$ cat src/rtl/assert_macros.svh
// Assertion macros used by the peak window extractor.
`ifndef ASSERT_MACROS_SVH
`define ASSERT_MACROS_SVH

// Checked at every rising edge of clk while rst is low.
`define ASSERT_CLK(label, prop, msg) \
  label: assert property (@(posedge clk) disable iff (rst) (prop)) else $error(msg);

// Checked at every rising edge of clk, reset included.
`define ASSERT_ALWAYS(label, prop, msg) \
  label: assert property (@(posedge clk) (prop)) else $error(msg);

`endif

$ cat src/rtl/wpwe_pkg.sv
`timescale 1ns / 1ps

package wpwe_pkg;

  // Samples in one waveform when no last-sample mark cuts it short.
  localparam int WAVEFORM_LENGTH = 20;

  localparam int SAMPLE_W = 8;
  localparam int IDX_W    = 6;
  localparam int CFG_IDX_W  = 2;
  localparam int CFG_DATA_W = 8;

  // First sample index at which a full five-sample window is available.
  localparam logic [IDX_W-1:0] FIRST_CHECK_IDX = IDX_W'(4);
  localparam logic [IDX_W-1:0] LAST_IDX        = IDX_W'(WAVEFORM_LENGTH - 1);

  localparam logic [SAMPLE_W-1:0] LOW_THRESHOLD_RESET = 8'd40;
  localparam logic [SAMPLE_W-1:0] HIGH_LIMIT_RESET    = 8'd255;

  // Configuration register indexes.
  typedef enum logic [CFG_IDX_W-1:0] {
    REG_PEAK_LOW_THRESHOLD = 2'd0,
    REG_PEAK_HIGH_LIMIT    = 2'd1
  } cfg_reg_t;

  typedef struct packed {
    logic [SAMPLE_W-1:0] sample;
    logic                skip_waveform;
    logic                last_sample;
  } in_item_t;

  typedef struct packed {
    logic [SAMPLE_W-1:0] before_two;
    logic [SAMPLE_W-1:0] before_one;
    logic [SAMPLE_W-1:0] peak_value;
    logic [SAMPLE_W-1:0] after_one;
    logic [SAMPLE_W-1:0] after_two;
    logic [IDX_W-1:0]    peak_position;
  } out_item_t;

  // Five samples centered on a peak candidate, in waveform order.
  typedef struct packed {
    logic [SAMPLE_W-1:0] before_two;
    logic [SAMPLE_W-1:0] before_one;
    logic [SAMPLE_W-1:0] center;
    logic [SAMPLE_W-1:0] after_one;
    logic [SAMPLE_W-1:0] after_two;
  } window_t;

  typedef struct packed {
    logic [SAMPLE_W-1:0] low_threshold;
    logic [SAMPLE_W-1:0] high_limit;
  } thresholds_t;

endpackage

$ cat src/rtl/wpwe_peak_check.sv
`timescale 1ns / 1ps

module wpwe_peak_check
  import wpwe_pkg::*;
(
  input  window_t     window,
  input  thresholds_t limits,
  output logic        is_peak
);

  logic in_band;
  logic rising;
  logic falling;

  // The center must lie strictly between the two thresholds.
  assign in_band = (window.center > limits.low_threshold) &&
                   (window.center < limits.high_limit);

  // Strict rise over the two samples before and strict fall over the two after.
  assign rising  = (window.before_two < window.before_one) &&
                   (window.before_one < window.center);
  assign falling = (window.center > window.after_one) &&
                   (window.after_one > window.after_two);

  assign is_peak = in_band && rising && falling;

endmodule

$ cat src/rtl/waveform_peak_window_extractor.sv
`timescale 1ns / 1ps
// Finds the first strict local peak within the thresholds in each waveform.
// Input channel: one sample item per accepted cycle, carrying the amplitude, a
// skip flag and a last-sample mark. A waveform ends at the marked sample or
// after WAVEFORM_LENGTH samples, whichever comes first.
// Output channel: at most one item per waveform, holding the five samples around
// the peak and the peak's index. It is loaded when the second sample after the
// peak is accepted and issued from the result register in the next cycle.
// Throughput: one sample per cycle unless the full result register stalls. The
// window compare runs between the history and result registers; nothing iterates.
// The cfg port writes the low threshold and high limit; indexes above the list
// are ignored. Write it only while no samples are in flight.
// Reset clears the history, the waveform position, the peak-found flag and the
// output valid, and loads the threshold defaults.
// While the receiver stalls, the result register holds its item; input is
// still taken unless that register is full and stalled.

module waveform_peak_window_extractor
  import wpwe_pkg::*;
(
  input  logic                  clk,
  input  logic                  rst,
  input  logic                  in_valid,
  output logic                  in_stall,
  input  in_item_t              in_item,
  output logic                  out_valid,
  input  logic                  out_stall,
  output out_item_t             out_item,
  input  logic                  cfg_write,
  input  logic [CFG_IDX_W-1:0]  cfg_index,
  input  logic [CFG_DATA_W-1:0] cfg_data
);

`include "assert_macros.svh"

  thresholds_t         limits;
  logic [SAMPLE_W-1:0] recent [4];
  logic [IDX_W-1:0]    sample_index;
  logic                peak_found;

  logic        in_accept;
  logic        out_take;
  logic        waveform_done;
  logic        wave_end;
  logic        is_peak;
  logic        load_result;
  window_t     window;
  logic [IDX_W-1:0] sample_index_next;
  logic        peak_found_next;

  // Configuration registers.
  always_ff @(posedge clk) begin
    if (rst) begin
      limits.low_threshold <= LOW_THRESHOLD_RESET;
      limits.high_limit    <= HIGH_LIMIT_RESET;
    end else if (cfg_write) begin
      unique case (cfg_index)
        REG_PEAK_LOW_THRESHOLD: limits.low_threshold <= cfg_data;
        REG_PEAK_HIGH_LIMIT:    limits.high_limit    <= cfg_data;
        default: ;
      endcase
    end
  end

  // Handshake: the result register frees up in the same cycle it is taken.
  assign out_take  = out_valid && !out_stall;
  assign in_stall  = out_valid && out_stall;
  assign in_accept = in_valid && !in_stall;

  // Window of the four previous samples plus the one that completes it.
  assign window.before_two = recent[3];
  assign window.before_one = recent[2];
  assign window.center     = recent[1];
  assign window.after_one  = recent[0];
  assign window.after_two  = in_item.sample;

  wpwe_peak_check u_peak_check (
    .window  (window),
    .limits  (limits),
    .is_peak (is_peak)
  );

  // A skipped waveform, or one whose peak is already found, gives no more results.
  assign waveform_done = peak_found || in_item.skip_waveform;
  assign load_result   = in_accept && !waveform_done &&
                         (sample_index >= FIRST_CHECK_IDX) && is_peak;
  assign wave_end      = in_item.last_sample || (sample_index >= LAST_IDX);

  always_comb begin
    if (wave_end) begin
      sample_index_next = '0;
      peak_found_next   = 1'b0;
    end else begin
      sample_index_next = sample_index + IDX_W'(1);
      peak_found_next   = waveform_done || load_result;
    end
  end

  // Waveform position and sample history.
  always_ff @(posedge clk) begin
    if (rst) begin
      sample_index <= '0;
      peak_found   <= 1'b0;
      recent[0]    <= '0;
      recent[1]    <= '0;
      recent[2]    <= '0;
      recent[3]    <= '0;
    end else if (in_accept) begin
      sample_index <= sample_index_next;
      peak_found   <= peak_found_next;
      recent[0]    <= in_item.sample;
      recent[1]    <= recent[0];
      recent[2]    <= recent[1];
      recent[3]    <= recent[2];
    end
  end

  // Result register.
  always_ff @(posedge clk) begin
    if (rst) begin
      out_valid <= 1'b0;
    end else if (load_result) begin
      out_valid <= 1'b1;
    end else if (out_take) begin
      out_valid <= 1'b0;
    end
  end

  always_ff @(posedge clk) begin
    if (load_result) begin
      out_item.before_two    <= window.before_two;
      out_item.before_one    <= window.before_one;
      out_item.peak_value    <= window.center;
      out_item.after_one     <= window.after_one;
      out_item.after_two     <= window.after_two;
      out_item.peak_position <= sample_index - IDX_W'(2);
    end
  end

  `ASSERT_ALWAYS(a_index_range, rst || sample_index <= LAST_IDX, "sample index past waveform end")
  `ASSERT_CLK(a_one_result_per_wave, load_result |=> peak_found || sample_index == '0, "peak flag not set after result")
  `ASSERT_CLK(a_result_is_peak, out_valid |-> (out_item.before_two < out_item.before_one && out_item.peak_value > out_item.after_one && out_item.after_one > out_item.after_two), "result window is not a peak")
  `ASSERT_CLK(a_position_range, out_valid |-> (out_item.peak_position >= IDX_W'(2) && out_item.peak_position <= LAST_IDX - IDX_W'(2)), "peak position out of range")

endmodule

$ cat config.mk
export PLATFORM = sky130hd
export DESIGN_NAME = waveform_peak_window_extractor
export DESIGN_NICKNAME = d
export VERILOG_FILES = /design/src/rtl/wpwe_pkg.sv /design/src/rtl/wpwe_peak_check.sv /design/src/rtl/waveform_peak_window_extractor.sv
export VERILOG_INCLUDE_DIRS = /design/src /design/src/rtl
export SDC_FILE = /design/constraint.sdc
export NUM_CORES = 1
export LEC_CHECK = 0
export BUFFER_PORTS_ARGS = -buffer_cell sky130_fd_sc_hd__buf_2
export CAP_MARGIN = 10
export CORE_ASPECT_RATIO = 0.5
export CORE_MARGIN = 2
export CORE_UTILIZATION = 51
export CTS_CLUSTER_DIAMETER = 100
export DETAILED_ROUTE_END_ITERATION = 10
export PLACE_DENSITY = 0.76
export SLEW_MARGIN = 20
export SYNTH_ARGS = -nofsm -noshare
export SYNTH_HDL_FRONTEND = slang
export SYNTH_HIERARCHICAL = 1
export SYNTH_SLANG_ARGS = --single-unit
$ cat constraint.sdc
create_clock -name clk -period 3.2 [get_ports clk]
set_clock_uncertainty 0.2 [all_clocks]
set_input_delay 0.48 -clock clk [delete_from_list [all_inputs] [get_ports clk]]
set_output_delay 0.48 -clock clk [all_outputs]
set_load 0.005 [all_outputs]
==> impl_metrics.yaml <==
run_status:
  status: "finished clean"
floorplan:
  rows: 24
  start_util_pct: 53.7
  core_um2: 8920
  die_w_um: 141
  die_h_um: 72.5
  pin_count: 73
  design.die.area_um2: 10200
power_and_ir_drop:
  vdd_drop_max_v: 0.000260
  p_leak_nw: 2.44
  power_mw: 2.80
  p_per_area_nw_per_um2: 498
global_route:
  grt_start_max_net_pins: 44
  antenna_found_initial: 0
  grt_overflow: 0
  grt_pass1_wl_um: 15500
  grtUsageTotal_pct: 20.2
  grt_pass1_vias: 3080
placement:
  routabilityCongestion: 0.840
  hpwlAfterDp_um: 6840
  placed_area_um2: 5310
  port-buffer-count: 72
detailed_routing:
  routedWlPerCell_um: 16.2
  first_iter_violations: 182
  vias_per_cell: 5.30
  drc: 0
  ant_nets: 0
  first_pass_iters: 5
  num_vias: 3169
  routed_wirelength_um: 9700
synth:
  synthArstFlopShare_pct: 0
  yosysSeqAreaShare_pct: 59.0
  syn_nets: 468
  synthFlopType: "edfxtp_1"
  avgSynthCellArea_um2: 12.1
  ys_ff_latch: 102
  ys.warnings.count: 6
  synth_edf_count: 78
  synth_cells: 394
  yosys.cell_types.count: 44
  syn-cell-area_um2: 4790
sta:
  final.period_utilization_pct: 95.8
  maxSlewViolCount: 0
  worst_pin_slew_ns: 0.484
  whs_ns: 0.134
  rsz0062_at_grt: "no"
  max_freq_mhz: 326
  setup_violations: 0
  max_slew_margin_pct: 67.7
  finalSetupTns_ns: 0
  period_needed_ns: 3.06
  hold_violations: 0
critical_path:
  crit_arrival_ns: 2.92
  setup.worst_path.class: "register to register"
  ff2ff_path_depth: 10
  crit_path_start_kind: "register"
  crit_path_end: "out_item[21]"
  worstPathMaxFanout: 21
  critPathCaptureType: "register"
  setup.worst_path.start: "recent[0][21]"
  reg2reg_slack_ns: 0.14
  reg2reg_to: "out_item[21]"
  reg2reg_from: "recent[0][21]"
  required_ns: 3.05
clock_tree:
  htreeDepth: 3
  root_buffer: "clkbuf_16"
  cts_tree: "done"
  clock_path_buffers: 2
  clk_latency_ns: 0.35
  cts.sinks: 102
  cts_made_buffers: 9
  path_clk_slew_ns: 0.07
cells_and_area:
  final_nets: 550
  final_common_cell: "edfxtp_1"
  final_core_util_pct: 63.2
  drive_above_1_share_pct: 21.6
  mostFrequentLayoutCells: "edfxtp_1, buf_2, inv_1, ha_1, and2_1"
  stdcell_area_um2: 5640
  n_antenna_cell: 0
  syn_to_final_growth_pct: 17.8
  fillCellCount: 703
min_path:
  hp-start: "in_item[5]"
  min_path_type: "input pin to register"
job:
  drv_cap: 0
==> sequential cells by signal, indices dropped and copies added (netlist names) <==
name	flops
limits	16
out_item	46
out_valid	1
peak_found	1
recent	32
sample_index	6
==> layout make-up <==
class                      instances  area (µm²)  share of cell area (%)
inverter                          50         188                    3.33
clock buffer                       9         225                    4.00
timing repair buffer              82         465                    8.26
tap                              117         146                    2.60
multi-input combinational        231        1730                    30.7
clock inverter                     7        57.6                    1.02
sequential                       102        2820                    50.1
==> critical path, stage by stage (launching register included) <==
cell	delay, ns
edfxtp_1	0.42
inv_1	0.06
ha_1	0.31
a21oi_1	0.24
o22ai_1	0.14
nor3_1	0.17
o311ai_0	0.19
nor4_2	0.28
o41a_1	0.22
and3_2	0.28
clkbuf_16	0.23
==> Yosys cell counts, drive strengths merged (3+ instances only) <==
| cell | instances | area [µm²] |
|---|---|---|
| inv | 50 | 188 |
| ha | 49 | 613 |
| edfxtp | 78 | 2340 |
| and2 | 33 | 206 |
| a211oi | 5 | 47.5 |
| o21ai | 3 | 15.0 |
| nand2b | 4 | 25.0 |
| nand3b | 9 | 67.6 |
| a21oi | 15 | 75.1 |
| o211ai | 4 | 30.0 |
| mux2i | 6 | 60.1 |
| a31oi | 3 | 18.8 |
| nor2 | 17 | 63.8 |
| nand2 | 28 | 105 |
| nand4 | 13 | 81.3 |
| nor3 | 4 | 20.0 |
| nand3 | 3 | 15.0 |
| nor2b | 5 | 31.3 |
| dfxtp | 24 | 480 |
| a21o | 6 | 45.0 |
| clkbuf | 9 | 33.8 |
==> worst min path at each step <==
stage,to,depth (start not counted),slack [ns]
floorplan,out_item[38],0,0.22
global placement,out_item[38],0,0.23
detailed placement,out_item[38],0,0.23
CTS,out_item[9],1,0.12
global route,out_item[9],1,0.12
finish,out_item[9],1,0.13
==> power by group <==
part | internal, mW | leakage [nW] | switching [mW]
clock | 0.536 | 0.129 | 0.507
sequential | 1.47 | 0.958 | 0.0403
combinational | 0.113 | 1.35 | 0.144
total | 2.11 | 2.44 | 0.691
==> metal layers <==
| layer | share of wire, % | GRT usage [%] | up-vias |
|---|---|---|---|
| li1 | - | - | 1568 |
| met1 | 48 | 27.6 | 1507 |
| met2 | 44 | 31.7 | 86 |
| met3 | 6.3 | 6.40 | 8 |
| met4 | 0.90 | 5.67 | 0 |
| met5 | 0 | 0 | - |
==> through the flow <==
| stage | std cells | setup slack (ns) |
|---|---|---|
| 2_1_floorplan | 394 | 0.153 |
| 3_3_place_gp | 579 | 0.187 |
| 3_5_place_dp | 579 | 0.0860 |
| 4_1_cts | 595 | 0.123 |
| 5_1_grt | 598 | 0.0136 |
| 6_report | 598 | 0.136 |
==> logic make-up after synthesis <==
family	count (synthesis)	synth area share (%)
and+or+nand+nor	124	14.2
DFF	102	59.0
buffers and inverters	61	4.97
AOI/OAI and AO/OA	49	7.24
adders and majority gates	49	12.8
muxes	6	1.25
xor gates and xnor gates	3	0.549
==> timing repair <==
action                     4_1_cts  5_1_grt
setup endpoints to repair        0       43
setup buffers                    0        2
gates resized for setup          0        1
hold buffers                     0        0
(Power assumes the default switching activity.)
